$ cat src/hw/rtl/chp_pkg.sv
`default_nettype none
package chp_pkg;

  // One base colour request
  typedef struct packed {
    logic [7:0] base_red;
    logic [7:0] base_green;
    logic [7:0] base_blue;
    logic [7:0] base_alpha;
  } in_t;

  // One palette entry
  typedef struct packed {
    logic [7:0] out_red;
    logic [7:0] out_green;
    logic [7:0] out_blue;
    logic [7:0] out_alpha;
    logic [4:0] entry_index;
    logic       is_last;
  } out_t;

  // Configuration registers
  typedef struct packed {
    logic [3:0]  mode;
    logic [5:0]  color_count;
    logic [16:0] spread;
    logic [15:0] sat_scale;
    logic [15:0] val_scale;
  } cfg_t;

  // One classified entry handed from front to back
  typedef struct packed {
    in_t         base;
    logic [15:0] hue_off;
    logic [16:0] frac;
    logic [7:0]  target;
    logic [4:0]  entry_index;
    logic        is_last;
  } job_t;

  // Register indexes
  localparam int CFG_IDX_W  = 3;
  localparam int CFG_DATA_W = 17;
  localparam logic [CFG_IDX_W-1:0] REG_MODE      = 3'd0;
  localparam logic [CFG_IDX_W-1:0] REG_COUNT     = 3'd1;
  localparam logic [CFG_IDX_W-1:0] REG_SPREAD    = 3'd2;
  localparam logic [CFG_IDX_W-1:0] REG_SAT_SCALE = 3'd3;
  localparam logic [CFG_IDX_W-1:0] REG_VAL_SCALE = 3'd4;

  // Harmony modes
  localparam logic [3:0] MODE_COMPL    = 4'd0;
  localparam logic [3:0] MODE_SPLIT    = 4'd1;
  localparam logic [3:0] MODE_ANALOG   = 4'd2;
  localparam logic [3:0] MODE_TRIAD    = 4'd3;
  localparam logic [3:0] MODE_SQUARE   = 4'd4;
  localparam logic [3:0] MODE_RECT     = 4'd5;
  localparam logic [3:0] MODE_MONO     = 4'd6;
  localparam logic [3:0] MODE_SHADES   = 4'd7;
  localparam logic [3:0] MODE_TINTS    = 4'd8;
  localparam logic [3:0] MODE_TONES    = 4'd9;
  localparam logic [3:0] MODE_COMPOUND = 4'd10;
  localparam logic [3:0] MODE_GOLDEN   = 4'd11;

  localparam logic [16:0] ONE16       = 17'd65536;
  localparam logic [31:0] GOLDEN_STEP = 32'h9E3779B9;

  // Shared divider geometry
  localparam int DIV_NUM_W = 28;
  localparam int DIV_DEN_W = 11;

  // Front to back queue
  localparam int QUEUE_DEPTH = 4;
  localparam int QPTR_W      = 2;

endpackage
`default_nettype wire

$ cat src/hw/rtl/chp_queue.sv
`default_nettype none
module chp_queue import chp_pkg::*; (
  input  wire logic clk,
  input  wire logic rst,
  input  wire logic push,
  input  wire job_t data_in,
  input  wire logic pop,
  output job_t      data_out,
  output logic      full,
  output logic      empty
);

  job_t              mem [QUEUE_DEPTH];
  logic [QPTR_W-1:0] wr_ptr;
  logic [QPTR_W-1:0] rd_ptr;
  logic [QPTR_W:0]   fill;

  assign full     = fill == (QPTR_W + 1)'(QUEUE_DEPTH);
  assign empty    = fill == '0;
  assign data_out = mem[rd_ptr];

  always_ff @(posedge clk) begin
    if (push) mem[wr_ptr] <= data_in;
  end

  // Pointers and fill level
  always_ff @(posedge clk) begin
    if (rst) begin
      wr_ptr <= '0;
      rd_ptr <= '0;
      fill   <= '0;
    end else begin
      if (push) wr_ptr <= wr_ptr + 1'b1;
      if (pop)  rd_ptr <= rd_ptr + 1'b1;
      if (push && !pop)      fill <= fill + 1'b1;
      else if (pop && !push) fill <= fill - 1'b1;
    end
  end

endmodule
`default_nettype wire

$ cat config.mk
export PLATFORM = sky130hd
export DESIGN_NAME = chp_queue
export DESIGN_NICKNAME = d
export VERILOG_FILES = /design/src/hw/rtl/chp_pkg.sv /design/src/hw/rtl/chp_queue.sv
export SDC_FILE = /design/constraint.sdc
export NUM_CORES = 1
export LEC_CHECK = 0
export BUFFER_PORTS_ARGS = -buffer_cell sky130_fd_sc_hd__buf_2
export CAP_MARGIN = 10
export CORE_MARGIN = 3
export CORE_UTILIZATION = 35
export CTS_BUF_LIST = sky130_fd_sc_hd__clkbuf_8
export CTS_CLUSTER_SIZE = 28
export DETAILED_ROUTE_END_ITERATION = 8
export SLEW_MARGIN = 5
export SYNTH_ARGS = -nofsm -noshare
export SYNTH_HDL_FRONTEND = slang
export SYNTH_SLANG_ARGS = --single-unit
export TNS_END_PERCENT = 100
$ cat constraint.sdc
create_clock -name clk -period 2.92 [get_ports clk]
set_input_delay 0.146 -clock clk [delete_from_list [all_inputs] [get_ports clk]]
set_output_delay 0.146 -clock clk [all_outputs]
set_load 0.02 [all_outputs]
==> results.md, run 1 <==
- Synth warnings: 0
- Asr flop ratio synth: 0%
- Ant diodes: 0
- Achievable Freq: 424 MHz
- Initial antenna violation count: 0
- Setup violators final: 0
- Core Rows: 66
- Outcome: complete, no violations
- Resize count post-CTS: 0
- Slew Limit Fails: 0
- WS Path Type: flip-flop to output port
- Top_reg_cell synth: edfxtp_1
- Post-synth top area cell: edfxtp_1
- IO buf count: 163
- Final core occ: 45.7%
- Synthesized Nets: 546
- Worst EP arrival: 2210 ps
- Iter 0 DRT Violations: 303
- Synth Area per Inst: 25.8 um2
- Root buffer cell: clkbuf_8
- ANT nets after route: 0
- Number of global-route vias before repair: 6459
- Clock sinks: 325
- Drt via density: 4.63
- Max cap viols: 0
- Initial Util: 35.9%
- Worst R2R End: mem[2][47]
- PnR Total Power: 10.2 mW
- Die Height: 190 um
- Worst r2r src: wr_ptr[0]
- Gate Count Post-Synth: 457
- Clock Latency Late Sink: 550 ps
- Pwr/cell area: 677 nW/um2
- Layout cell share with drive strength beyond 1: 40.3%
- Vias: 5709
- Synth top cells by count: 316 x edfxtp_1, 79 x mux4_2, 9 x buf_2, 9 x dfxtp_1
- Total Wirelength: 22900 um
- CTS buffer count: 54
- Critical Path Fanout Max: 50
- Pleak: 5.18 nW
- Worst-margin pin slew: 631 ps
- Die X: 190 um
- Clock-pin transition on the worst setup and hold timing paths: 60 ps
- Num ports: 164
- Nets: 836
- Hold Crit Class: input pin to flip-flop
- P&R area growth vs syn: 27.3%
- Most common cell in the netlist: edfxtp_1
- RSZ-0062 raised after global routing: no
- Largest net degree at the start of global routing: 51
- Post-CTS setup repair buffer count: 0
- Total GRT Usage: 12.9%
- Post-synth EDFFs: 316
- Routability Congestion: 0.675
- # hold bufs at CTS: 83
- Post-synthesis register bit count: 325
- GR Overflow Total: 0
- Crit. End Element: output port
- CP required: 2770 ps
- CTS tree: built
- First-pass GRT wire length: 36000 um
- Largest cells by area after synthesis: edfxtp_1 80%, mux4_2 15%, dfxtp_1 1.5%
- Initial DRT Pass Iterations: 4
- VDD IR max: 0.000294 V
- Die Area: 36000 um2
- Total core area: 32900 um2
- Synth top area share: 80.3%
- Min Tclk post-route: 2360 ps
- Max-slew headroom: 57.9%
- H-tree depth: 2
- Clock Tree Buf Depth: 3
- Synthesized cell area: 11800 um2
- Critical Path Start Type: flip-flop
- HPWL Detailed: 13500 um
- Sequential fraction of the synthesis area: 81.9%
- Fin. Hold Viols: 0
- Reg-to-reg slack, setup: 1030 ps
- WL per Instance: 18.6 um
- Drc violations: 0
- Crit share post-route: 80.8%
- CP Capture Point: data_out[23]
- Worst R2R Path Depth: 4
- Setup TNS: 0 ps
- Max Clock Skew: 10.6 ps
- Synth cell types: 22
registers in the layout (all words and copies together) (netlist names), named ones only:
register,count
mem,316
fill,3
rd_ptr,2
wr_ptr,2
worst min-delay path by stage:
stage                            from          to  slack [ps]  depth (start not counted)
after floorplan            data_in[0]   mem[0][0]         240                          0
after global placement     data_in[6]   mem[1][6]         360                          1
after detailed placement   data_in[4]   mem[1][4]         360                          1
after CTS                  data_in[4]   mem[3][4]         290                          2
after global routing       data_in[4]   mem[1][4]         310                          2
final                     data_in[25]  mem[3][25]         340                          2
cells by family (layout without fill, tap and decap cells):
logic type | after synthesis | in the layout | synth area share, %
AOI/OAI and AO/OA | 2 | 2 | 0.0847
xor gates and xnor gates | 5 | 5 | 0.371
adders and majority gates | 6 | 6 | 0.699
buffers and inverters | 23 | 357 | 1.12
DFF | 325 | 325 | 81.9
muxes | 81 | 81 | 15.2
and+or+nand+nor | 15 | 15 | 0.625
area by class of cell:
cell class | instances | area (um2)
clock inverters | 43 | 195
multi-input cells | 109 | 2020
repair buffers | 253 | 1790
well taps | 442 | 553
flip-flops and latches | 325 | 9680
fillers | 2899 | 17800
inverters | 4 | 15.0
clock buffers | 57 | 785
metrics by stage:
step | worst slack [ps] | cells | hold slack (ps) | area [um2]
after floorplan | 90.7 | 457 | 245 | 11800
after global placement | 1060 | 1050 | 357 | 13200
after detailed placement | 1010 | 1050 | 363 | 13200
after CTS | 490 | 1233 | 287 | 15000
after global routing | 434 | 1233 | 311 | 15000
final | 562 | 1233 | 340 | 15000
worst max-delay path, stage by stage (launching register included):
cell	delay, ps
dfxtp_4	640
buf_12	330
mux4_2	410
buf_2	180
layer usage:
layer | share of wire (%) | wire length [um] | track usage (%)
met5 | 0 | 0 | 0
met3 | 5.5 | 1260 | 3.10
met1 | 43 | 9880 | 17.0
met2 | 50 | 11400 | 21.2
met4 | 1.9 | 440 | 4.15
where the power goes:
part           internal, mW  switching (mW)
Sequential             5.36          0.0700
Combinational         0.528           0.674
Clock                  1.88            1.67
placed cells by master (no fill, tap or decap):
cell type	n
dlygate4sd3_1	83
buf_2	163
bufinv_16	1
nor3b_1	1
inv_1	28
or3_1	1
o21ai_0	1
clkbuf_8	57
and2_4	4
dfxtp_1	7
edfxtp_1	316
xor2_1	3
nand2_1	1
mux2i_1	2
clkinv_1	12
nor3_1	1
nor2_1	7
ha_1	5
mux4_2	79
dfxtp_4	2
xnor2_1	2
clkinv_2	6
a21oi_1	1
buf_12	7
fa_1	1
Note: power is estimated with default switching activity, not from simulation.
==> run 2, diff against run 1 <==
==> constraint.sdc (replaced) <==
create_clock -name clk -period 2.5 [get_ports clk]
set_input_delay 0.125 -clock clk [delete_from_list [all_inputs] [get_ports clk]]
set_output_delay 0.125 -clock clk [all_outputs]
set_load 0.02 [all_outputs]
==> run 2 against run 1 <==
Effect of this change: non-clock buffer count grew 8; largest cell class unchanged; setup slack lost 330 ps; power grew 22%; critical path depth is the same; critical endpoint is now data_out[34]; worst hold slack lost 25 ps; largest power group unchanged.
==> results.md, run 2 (same netlist as run 1, synthesis figures left out) <==
- Achievable Freq: 442 MHz
- Core Rows: 66 (unchanged)
- Worst EP arrival: 2140 ps (was 2210 ps)
- Filler cell count: 2865 (was 2899)
- RSZ-0062 raised after global routing: no (unchanged)
- Worst-margin pin slew: 572 ps (was 631 ps)
- First-pass GRT wire length: 37900 um (was 36000 um)
- IO buf count: 163 (unchanged)
- PnR Total Power: 12.4 mW (was 10.2 mW)
- Resize count post-CTS: 0 (unchanged)
- WL per Instance: 19.5 um (was 18.6 um)
- H-tree depth: 2 (unchanged)
- Met1 WL: 9980 um (was 9880 um)
- DR WL met3: 1350 um (was 1260 um)
- Ant diodes: 0 (unchanged)
- Iter 0 DRT Violations: 288 (was 303)
- Largest Register: mem (unchanged)
- Die X: 190 um (unchanged)
- Root buffer cell: clkbuf_8 (unchanged)
- Reg-to-reg slack, setup: 770 ps (was 1030 ps)
- Worst R2R Path Depth: 4 (unchanged)
- GR Overflow Total: 0 (unchanged)
- Hold_ws: 314 ps (was 340 ps)
- Hold Path Stages: 2 (unchanged)
- P&R area growth vs syn: 29.1% (was 27.3%)
- Crit share post-route: 90.6%
- Worst R2R End: mem[1][6] (was mem[2][47])
- Initial DRT Pass Iterations: 4 (unchanged)
- Hold Path End: mem[0][49] (was mem[3][25])
- Most common cell after layout, fill and taps aside: edfxtp_1 (unchanged)
- Initial Util: 35.9% (unchanged)
- Final core occ: 46.4% (was 45.7%)
- Layout cell share with drive strength beyond 1: 42.4% (was 40.3%)
- Die Height: 190 um (unchanged)
- ANT nets after route: 0 (unchanged)
- CTS buffer count: 53 (was 54)
- Number of global-route vias before repair: 6601 (was 6459)
- Clock Latency Late Sink: 570 ps (was 550 ps)
- Clock sinks: 325 (unchanged)
- Max reg flops: 316 (unchanged)
- Max-slew headroom: 61.9% (was 57.9%)
- Pleak: 5.24 nW (was 5.18 nW)
- Crit. End Element: output port (unchanged)
- Total core area: 32900 um2 (unchanged)
- Critical Path Start Type: flip-flop (unchanged)
- Max Clock Skew: 15.0 ps (was 10.6 ps)
- CP required: 2380 ps (was 2770 ps)
- WS Path Type: flip-flop to output port (unchanged)
- Max cap viols: 0 (unchanged)
- Post-CTS setup repair buffer count: 0 (unchanged)
- Slew Limit Fails: 0 (unchanged)
- Pwr/cell area: 816 nW/um2 (was 677 nW/um2)
- Largest net degree at the start of global routing: 55 (was 51)
- Critical Path Fanout Max: 25 (was 50)
- Nets: 843 (was 836)
- Metal2 WL: 12200 um (was 11400 um)
- HPWL Detailed: 14600 um (was 13500 um)
- Most frequent cells in the layout: 316 x edfxtp_1, 163 x buf_2, 83 x dlygate4sd3_1 (unchanged)
- Vias: 5827 (was 5709)
- Top Metal Used: met5 (was met4)
- # hold bufs at CTS: 83 (unchanged)
- Hold Crit Class: input pin to flip-flop (unchanged)
- Clock-pin transition on the worst setup and hold timing paths: 60 ps (about the same)
- Largest registers: mem (316), fill (3) (unchanged)
- VDD IR max: 0.000373 V (was 0.000294 V)
- Setup violators final: 0 (unchanged)
- Initial antenna violation count: 2 (was 0)
- Fin. Hold Viols: 0 (unchanged)
- Num ports: 164 (unchanged)
- CTS tree: built (unchanged)
- Outcome: complete, no violations (unchanged)
- Worst r2r src: wr_ptr[1] (was wr_ptr[0])
- Drc violations: 0 (unchanged)
- Total GRT Usage: 13.7% (was 12.9%)
- Hold path startpoint: data_in[49] (was data_in[25])
- Drt via density: 4.70 (was 4.63)
- Routability Congestion: 0.672 (was 0.675)
- Min Tclk post-route: 2260 ps
- Die Area: 36000 um2 (unchanged)
- Clock Tree Buf Depth: 3 (unchanged)
- Setup TNS: 0 ps (unchanged)
- Total Wirelength: 24200 um (was 22900 um)
-- run 2: report_power, final --
part | internal, mW | switching, mW | total [mW]
clock | 2.63 | 2.04 | 4.67
sequential | 6.26 | 0.0851 | 6.34
combinational | 0.632 | 0.802 | 1.43
total | 9.52 | 2.92 | 12.4
-- run 2: worst max-delay path by stage --
stage,from,end,slack [ps]
2_1_floorplan,wr_ptr[0],mem[2][0],540
3_3_place_gp,flip-flop,data_out[34],790
3_5_place_dp,push,fill[2],760
4_1_cts,flip-flop,data_out[31],120
5_1_grt,flip-flop,data_out[14],70
6_report,flip-flop,data_out[34],240
-- run 2: per-stage QoR --
stage                     worst slack [ps]  cell area (um2)  std cells
final                                  236            15200       1240
after global routing                  70.8            15200       1240
after CTS                              121            15200       1240
after detailed placement               758            13300       1058
after global placement                 793            13300       1058
after floorplan                        537            11800        457
-- run 2: final cells by class --
| cell class | count | area [um2] | area share, % |
|---|---|---|---|
| Multi-Input combinational cell | 109 | 2020 | 13.2 |
| Clock inverter | 42 | 315 | 2.07 |
| Inverter | 4 | 15.0 | 0.0985 |
| Tap cell | 442 | 553 | 3.63 |
| Sequential cell | 325 | 9680 | 63.5 |
| Clock buffer | 57 | 785 | 5.14 |
| Timing Repair Buffer | 261 | 1880 | 12.4 |
-- run 2: worst max-delay path, cell delays in order (launching register included) --
cell and delay [ps]:
dfxtp_4 360, buf_4 430, mux4_2 590, buf_2 180
-- run 2: per-layer routing --
layer | GRT usage (%) | vias to the layer above
li1 | - | 2564
met1 | 17.1 | 3022
met2 | 23.4 | 186
met3 | 3.50 | 51
met4 | 4.83 | 4
met5 | 0 | -
