<file path="config.mk">
export PLATFORM = sky130hd
export DESIGN_NAME = chp_front
export DESIGN_NICKNAME = d
export VERILOG_FILES = /design/src/hw/rtl/chp_pkg.sv /design/src/hw/rtl/chp_div.sv /design/src/hw/rtl/chp_front.sv
export SDC_FILE = /design/constraint.sdc
export NUM_CORES = 2
export LEC_CHECK = 0
export ABC_AREA = 1
export ABC_CLOCK_PERIOD_IN_PS = 26100
export CORE_MARGIN = 4
export CORE_UTILIZATION = 45
export DETAILED_ROUTE_END_ITERATION = 12
export DONT_BUFFER_PORTS = 1
export PLACE_DENSITY = 0.68
export SLEW_MARGIN = 0
export SYNTH_ARGS = -nofsm -noshare
export SYNTH_HDL_FRONTEND = slang
export SYNTH_SLANG_ARGS = --single-unit
export TNS_END_PERCENT = 10
</file>
<file path="constraint.sdc">
create_clock -name clk -period 26.1 [get_ports clk]
set_input_delay 5.22 -clock clk [delete_from_list [all_inputs] [get_ports clk]]
set_output_delay 5.22 -clock clk [all_outputs]
set_load 0.01 [all_outputs]
</file>
<file path="src/hw/rtl/chp_pkg.sv">
`default_nettype none
package chp_pkg;

  // One base colour request
  typedef struct packed {
    logic [7:0] base_red;
    logic [7:0] base_green;
    logic [7:0] base_blue;
    logic [7:0] base_alpha;
  } in_t;

  // One palette entry
  typedef struct packed {
    logic [7:0] out_red;
    logic [7:0] out_green;
    logic [7:0] out_blue;
    logic [7:0] out_alpha;
    logic [4:0] entry_index;
    logic       is_last;
  } out_t;

  // Configuration registers
  typedef struct packed {
    logic [3:0]  mode;
    logic [5:0]  color_count;
    logic [16:0] spread;
    logic [15:0] sat_scale;
    logic [15:0] val_scale;
  } cfg_t;

  // One classified entry handed from front to back
  typedef struct packed {
    in_t         base;
    logic [15:0] hue_off;
    logic [16:0] frac;
    logic [7:0]  target;
    logic [4:0]  entry_index;
    logic        is_last;
  } job_t;

  // Register indexes
  localparam int CFG_IDX_W  = 3;
  localparam int CFG_DATA_W = 17;
  localparam logic [CFG_IDX_W-1:0] REG_MODE      = 3'd0;
  localparam logic [CFG_IDX_W-1:0] REG_COUNT     = 3'd1;
  localparam logic [CFG_IDX_W-1:0] REG_SPREAD    = 3'd2;
  localparam logic [CFG_IDX_W-1:0] REG_SAT_SCALE = 3'd3;
  localparam logic [CFG_IDX_W-1:0] REG_VAL_SCALE = 3'd4;

  // Harmony modes
  localparam logic [3:0] MODE_COMPL    = 4'd0;
  localparam logic [3:0] MODE_SPLIT    = 4'd1;
  localparam logic [3:0] MODE_ANALOG   = 4'd2;
  localparam logic [3:0] MODE_TRIAD    = 4'd3;
  localparam logic [3:0] MODE_SQUARE   = 4'd4;
  localparam logic [3:0] MODE_RECT     = 4'd5;
  localparam logic [3:0] MODE_MONO     = 4'd6;
  localparam logic [3:0] MODE_SHADES   = 4'd7;
  localparam logic [3:0] MODE_TINTS    = 4'd8;
  localparam logic [3:0] MODE_TONES    = 4'd9;
  localparam logic [3:0] MODE_COMPOUND = 4'd10;
  localparam logic [3:0] MODE_GOLDEN   = 4'd11;

  localparam logic [16:0] ONE16       = 17'd65536;
  localparam logic [31:0] GOLDEN_STEP = 32'h9E3779B9;

  // Shared divider geometry
  localparam int DIV_NUM_W = 28;
  localparam int DIV_DEN_W = 11;

  // Front to back queue
  localparam int QUEUE_DEPTH = 4;
  localparam int QPTR_W      = 2;

endpackage
`default_nettype wire

</file>
<file path="src/hw/rtl/chp_div.sv">
`default_nettype none
module chp_div import chp_pkg::*; (
  input  wire logic                 clk,
  input  wire logic                 rst,
  input  wire logic                 start,
  input  wire logic [DIV_NUM_W-1:0] numer,
  input  wire logic [DIV_DEN_W-1:0] denom,
  output logic                      done,
  output logic [DIV_NUM_W-1:0]      quot
);

  localparam int CW = $clog2(DIV_NUM_W + 1);

  logic                 run;
  logic [CW-1:0]        steps;
  logic [DIV_DEN_W:0]   rem;
  logic [DIV_DEN_W-1:0] den;
  logic [DIV_DEN_W:0]   rem_sh;
  logic                 fits;

  // One restoring step per cycle, quotient shifts in where the dividend leaves
  assign rem_sh = {rem[DIV_DEN_W-1:0], quot[DIV_NUM_W-1]};
  assign fits   = rem_sh >= {1'b0, den};

  always_ff @(posedge clk) begin
    done <= 1'b0;
    if (rst) begin
      run   <= 1'b0;
      steps <= '0;
    end else if (start) begin
      run   <= 1'b1;
      steps <= '0;
      rem   <= '0;
      den   <= denom;
      quot  <= numer;
    end else if (run) begin
      rem   <= fits ? rem_sh - {1'b0, den} : rem_sh;
      quot  <= {quot[DIV_NUM_W-2:0], fits};
      steps <= steps + 1'b1;
      if (steps == CW'(DIV_NUM_W - 1)) begin
        run  <= 1'b0;
        done <= 1'b1;
      end
    end
  end

endmodule
`default_nettype wire

</file>
<file path="src/hw/rtl/chp_front.sv">
`default_nettype none
module chp_front import chp_pkg::*; #(
  parameter int MAX_COLORS = 32
) (
  input  wire logic clk,
  input  wire logic rst,
  input  wire logic start_acc,
  input  wire in_t  base,
  input  wire cfg_t cfg,
  output logic      busy,
  input  wire logic q_full,
  output logic      q_push,
  output job_t      q_data
);

  localparam int NW = $clog2(MAX_COLORS + 1);
  localparam int IW = (NW > 3) ? NW : 3;

  localparam logic [1:0] S_IDLE = 2'd0;
  localparam logic [1:0] S_CALC = 2'd1;
  localparam logic [1:0] S_WAIT = 2'd2;
  localparam logic [1:0] S_PUSH = 2'd3;

  logic [1:0]    state;
  logic [IW-1:0] idx;
  logic [IW-1:0] n;
  logic [IW-1:0] cnt;
  in_t           base_r;
  job_t          job;
  logic          div_frac_r;

  logic [IW-1:0] n_start;
  logic [IW-1:0] cnt_start;
  logic [16:0]   sp;
  logic [IW-1:0] m;
  logic [IW-1:0] na;
  logic [IW:0]   two_i;
  logic [IW:0]   dev;
  logic [15:0]   calc_off;
  logic [16:0]   calc_frac;
  logic [7:0]    calc_tgt;
  logic          need_div;
  logic          div_frac;
  logic [DIV_NUM_W-1:0] div_num;
  logic [DIV_DEN_W-1:0] div_den;
  logic          div_done;
  logic [DIV_NUM_W-1:0] div_quot;
  logic [37:0]   gold;

  // Numerator of a centred hue window offset, rounding term included
  function automatic logic [DIV_NUM_W-1:0] win_num(input logic [IW-1:0] i,
                                                   input logic [IW-1:0] mm,
                                                   input logic [16:0] s);
    logic [DIV_NUM_W-1:0] acc;
    acc = DIV_NUM_W'(2) * DIV_NUM_W'(i) * DIV_NUM_W'(s)
        + DIV_NUM_W'(mm) * (DIV_NUM_W'(131072) - DIV_NUM_W'(s)) + DIV_NUM_W'(mm);
    return acc;
  endfunction

  assign sp = (cfg.spread > ONE16) ? ONE16 : cfg.spread;

  // Entry count at request time
  always_comb begin
    if (cfg.color_count == '0)               n_start = IW'(1);
    else if (32'(cfg.color_count) > MAX_COLORS) n_start = IW'(MAX_COLORS);
    else                                     n_start = IW'(cfg.color_count);
    case (cfg.mode)
      MODE_COMPL:    cnt_start = IW'(2);
      MODE_SPLIT:    cnt_start = IW'(3);
      MODE_TRIAD:    cnt_start = IW'(3);
      MODE_SQUARE:   cnt_start = IW'(4);
      MODE_RECT:     cnt_start = IW'(4);
      MODE_COMPOUND: cnt_start = (n_start > IW'(1)) ? n_start : IW'(2);
      default:       cnt_start = n_start;
    endcase
  end

  // Classify the current entry: direct offset or a division to run
  always_comb begin
    m         = n - 1'b1;
    na        = (n > IW'(1)) ? n - 1'b1 : IW'(1);
    two_i     = {idx, 1'b0};
    dev       = (two_i < {1'b0, m}) ? {1'b0, m} - two_i : two_i - {1'b0, m};
    gold      = 38'(idx) * 38'(GOLDEN_STEP) + 38'd32768;
    calc_off  = '0;
    calc_frac = '0;
    calc_tgt  = 8'd255;
    need_div  = 1'b0;
    div_frac  = 1'b0;
    div_num   = '0;
    div_den   = '0;
    case (cfg.mode)
      MODE_COMPL:  calc_off = (idx == '0) ? 16'd0 : 16'd32768;
      MODE_SPLIT: begin
        if (idx == IW'(1))      calc_off = 16'(17'd32768 - sp);
        else if (idx == IW'(2)) calc_off = 16'(17'd32768 + sp);
      end
      MODE_TRIAD: begin
        if (idx == IW'(1))      calc_off = 16'd21845;
        else if (idx == IW'(2)) calc_off = 16'd43691;
      end
      MODE_SQUARE: calc_off = 16'(32'(idx) << 14);
      MODE_RECT: begin
        if (idx == IW'(1))      calc_off = sp[15:0];
        else if (idx == IW'(2)) calc_off = 16'd32768;
        else if (idx == IW'(3)) calc_off = 16'(17'd32768 + sp);
      end
      MODE_ANALOG: begin
        if (n > IW'(1)) begin
          need_div = 1'b1;
          div_num  = win_num(idx, m, sp);
          div_den  = DIV_DEN_W'({m, 1'b0});
        end
      end
      MODE_COMPOUND: begin
        if (idx >= na) calc_off = 16'd32768;
        else if (na > IW'(1)) begin
          need_div = 1'b1;
          div_num  = win_num(idx, na - 1'b1, sp);
          div_den  = DIV_DEN_W'({na - 1'b1, 1'b0});
        end
      end
      MODE_GOLDEN: calc_off = gold[31:16];
      MODE_MONO: begin
        if (m != '0) begin
          need_div = 1'b1;
          div_frac = 1'b1;
          div_num  = DIV_NUM_W'(dev) * DIV_NUM_W'(sp) + DIV_NUM_W'(m >> 1);
          div_den  = DIV_DEN_W'(m);
          if (two_i < {1'b0, m}) calc_tgt = 8'd0;
        end
      end
      MODE_SHADES, MODE_TINTS, MODE_TONES: begin
        if (m != '0) begin
          need_div = 1'b1;
          div_frac = 1'b1;
          div_num  = DIV_NUM_W'(idx) * DIV_NUM_W'(sp) + DIV_NUM_W'(m >> 1);
          div_den  = DIV_DEN_W'(m);
        end
        if (cfg.mode == MODE_SHADES)     calc_tgt = 8'd0;
        else if (cfg.mode == MODE_TONES) calc_tgt = 8'd128;
      end
      default: calc_off = '0;
    endcase
  end

  chp_div u_div (
    .clk   (clk),
    .rst   (rst),
    .start (state == S_CALC && need_div),
    .numer (div_num),
    .denom (div_den),
    .done  (div_done),
    .quot  (div_quot)
  );

  assign busy   = state != S_IDLE;
  assign q_push = (state == S_PUSH) && !q_full;
  assign q_data = job;

  // Entry sequencer
  always_ff @(posedge clk) begin
    if (rst) begin
      state <= S_IDLE;
      idx   <= '0;
    end else begin
      case (state)
        S_IDLE: begin
          if (start_acc && cfg.mode <= MODE_GOLDEN) begin
            base_r <= base;
            n      <= n_start;
            cnt    <= cnt_start;
            idx    <= '0;
            state  <= S_CALC;
          end
        end
        S_CALC: begin
          job.base        <= base_r;
          job.hue_off     <= calc_off;
          job.frac        <= calc_frac;
          job.target      <= calc_tgt;
          job.entry_index <= 5'(idx);
          job.is_last     <= idx == cnt - 1'b1;
          div_frac_r      <= div_frac;
          state           <= need_div ? S_WAIT : S_PUSH;
        end
        S_WAIT: begin
          if (div_done) begin
            if (div_frac_r) job.frac    <= div_quot[16:0];
            else            job.hue_off <= div_quot[15:0];
            state <= S_PUSH;
          end
        end
        S_PUSH: begin
          if (!q_full) begin
            idx   <= idx + 1'b1;
            state <= (idx == cnt - 1'b1) ? S_IDLE : S_CALC;
          end
        end
        default: state <= S_IDLE;
      endcase
    end
  end

endmodule
`default_nettype wire

</file>
==> metrics <==
GR Util All Layers=a little over a quarter; DIE WIDTH=269 um; via/cell ratio=approximately 5.5; hold slack=0.418 ns; Mean Syn Cell Area=approximately 7.7 um2; Initial Util=45.6%; Reg power frac=13.5%; CTS Hold Bufs=0; Post-DP HPWL=83000 um; CP startpoint kind=input pin; top_reg_cell synth=edfxtp_1; Routed Antenna Nets=0; largest net degree at the start of global routing=45; Post-CTS Setup Bufs=0; Placed Cells=4785; RSZ-0062 raised after global routing=no; leakage=~16 nW; final hold violation count=0; antenna violations before repair=0; max-slew violations=0; non-filler cells in the finished layout=4817; clock sink count=between 150 and 200; Max-Cap Viols=0; maximum VDD drop=~0.11 mV; post-route clock period utilization=56.7%; min cycle time layout=between 10 and 15 ns; # rows=between 90 and 100; PwrDens=90.9 nW/um2; Root Buffer=clkbuf_16; DIE HEIGHT=approximately 270 um; Netlist cell types=59; Worst R2R Start=n[0]; worst skew pair latency=around 0.47 ns; vias=approximately 26000; share of layout cells above drive strength 1=approximately 3.2%; Clk network pwr share=8.7%; CP max-delay cell=nor2_1; critical path data arrival time=15.04 ns; CTS tree=yes; Worst-path clk slew=0.09 ns; count of input and output buffers=0; Worst slew margin=approximately 16%; CP Capture Type=flop; mean routed wirelength per cell=approximately 20 um; achievable frequency=about 68 MHz; global-route wire length before repair=between 150000 and 200000 um; final net count=about 4800; synth-to-layout area growth=4.88%; fill count=between 6000 and 7000; Sw Share=~56%; R2R cell count=31; CTS H-tree depth=4; switching power total=about 1.7 mW; GR Overflow Total=0; # diodes=0; mapped cell area=between 30000 and 40000 um2; Overall Power=approximately 3 mW; async set-reset flop share out of synthesis=0%; status=completed; final core occ=47.8%; Core Area=~67000 um2; Die Footprint=between 70000 and 80000 um2; Synth Warn #=0; Worst Max-Slew Pin Slew=around 1.3 ns; combinational group share of total power=between 70 and 80%; Remaining DRCs=0; Detailed Routing Iterations Pass 1=6; Top Ports=176; Routed Wire Length=between 90000 and 100000 um; Critical path origin=cfg[34]; Final GP Congestion=roughly 1; maximum root-to-sink buffer count=2; synthesized instance count=3981; Worst Setup EP=u_div.quot[16]; CP dominant cell by count=nand2_1; syn nets=around 4800; r2r endpoint=u_div.quot[15]; final number of setup-violating endpoints=0; WP data required=26.33 ns; vias in the first global route=between 20000 and 30000; Register-to-Register Setup Slack=between 15 and 20 ns; EDFF count, synth=164; CTS Buf Count=17; slowest stage delay, CP=0.54 ns; Min-Delay Path Class=reg2reg; CTS resizes=0; Int Power=around 1.3 mW; sequential cell area fraction in the yosys report=roughly 17%; #FFs+latches synth=between 150 and 200; skew final=approximately 0.021 ns; WS Path Type=in2reg; setup TNS=0 ns; Max Fanout on Critical Path=24; starting DRC count in detailed routing=about 2200
## critical path, delay by kind of cell
| family | cells | cell delay (ns) |
|---|---|---|
| XOR/XNOR | 2 | 0.57 |
| AND/OR/NAND/NOR | 18 | 3.43 |
| AO/OA/AOI/OAI | 4 | 0.79 |
| buffers and inverters | 6 | 0.88 |
| adder cells (fa/ha/maj) | 9 | 4.12 |
## power groups by stage
stage / Sequential [mW] / Clock [mW] / Combinational [mW]
3_5_place_dp: 0.403 / 0 / 2.23
2_1_floorplan: 0.396 / 0 / 1.67
6_report: 0.397 / 0.255 / 2.28
3_3_place_gp: 0.403 / 0 / 2.20
4_1_cts: 0.397 / 0.258 / 2.25
5_1_grt: 0.400 / 0.271 / 2.58
## Yosys cell counts, drive strengths merged, types with 2 or more instances
master / instances / area share [%]
xor2: 47 / 1.5
o21a: 10 / 0.24
edfxtp: 164 / 16
o21bai: 20 / 0.49
clkinv: 7 / 0.085
nand2: 790 / 9.8
a31oi: 4 / 0.081
clkbuf: 60 / 0.73
nor3b: 2 / 0.049
o221ai: 7 / 0.20
o21ai: 182 / 3.0
o2111ai: 4 / 0.11
ha: 353 / 14
nand4: 42 / 0.85
xnor2: 29 / 0.83
dfxtp: 15 / 0.98
nand3: 172 / 2.8
o22ai: 10 / 0.20
nand3b: 17 / 0.42
nor4: 13 / 0.26
nor2: 538 / 6.7
a211oi: 7 / 0.17
a31o: 2 / 0.057
buf: 41 / 0.77
o211ai: 8 / 0.20
a21o: 12 / 0.29
a21boi: 6 / 0.15
nor3: 31 / 0.52
inv: 778 / 9.5
or2: 21 / 0.43
o41ai: 4 / 0.14
a21oi: 199 / 3.3
fa: 377 / 25
## cell usage in the layout (no fill, tap or decap), drive strengths merged, types with 17 or more instances in the layout
cell    Yosys  layout
a21oi     199     199
buf        41      32
clkbuf     60      17
edfxtp    164     164
fa        377     377
ha        353     353
inv       778     785
nand2     790     790
nand3     172     172
nand3b     17      17
nand4      42      42
nor2      538     538
nor3       31      31
o21ai     182     182
o21bai     20      20
or2        21      21
xnor2      29      29
xor2       47      47
## how the worst min path moves through the flow
stage,startpoint,endpoint,cells past startpoint
5_1_grt,base_r[16],q_data[63],0
6_report,base_r[3],q_data[50],0
4_1_cts,base_r[3],q_data[50],0
2_1_floorplan,base_r[0],q_data[47],0
3_3_place_gp,base_r[11],q_data[58],0
3_5_place_dp,base_r[3],q_data[50],0
## layer usage
layer	track usage [%]	up-vias	share of wire (%)
met1	35.5	12600	41
li1	-	12400	-
met2	44.8	1138	45
met4	12.5	0	5.5
met3	5.38	244	8.6
met5	0	-	0
## state kept, by name, summed over array words and instances (netlist names), 2 cells and up
register / flops
base_r: 32
cnt: 6
idx: 6
n: 6
q_data: 73
state: 2
u_div.den: 7
u_div.quot: 28
u_div.rem: 11
u_div.steps: 5
## cell families (layout without fill, tap and decap cells)
family,after synthesis,count (layout),share of synthesized area [%]
xor gates and xnor gates,76,76,2.31
muxes,1,1,0.0326
DFF,179,179,17.0
AOI/OAI and AO/OA,480,480,8.74
buffers and inverters,886,849,11.1
and+or+nand+nor,1629,1629,21.9
adders and majority gates,730,730,38.9
## stage by stage
stage / worst slack (ns) / cell area, um2
after CTS: 11.47 / 32200
after detailed placement: 11.01 / 31600
final: 11.29 / 32200
after global placement: 11.01 / 31600
after floorplan: 13.29 / 30700
after global routing: 10.72 / 32200
## final cells by class
type / count / area, um2 / area share [%]
clock buffer: 17 / 425 / 1.32
clock inverter: 15 / 163 / 0.505
inverter: 785 / 2950 / 9.14
multi-input combinational: 2916 / 22100 / 68.7
sequential: 179 / 5230 / 16.2
tap: 873 / 1090 / 3.39
timing repair buffer: 32 / 240 / 0.745
Power figures use the tool's default switching activity.
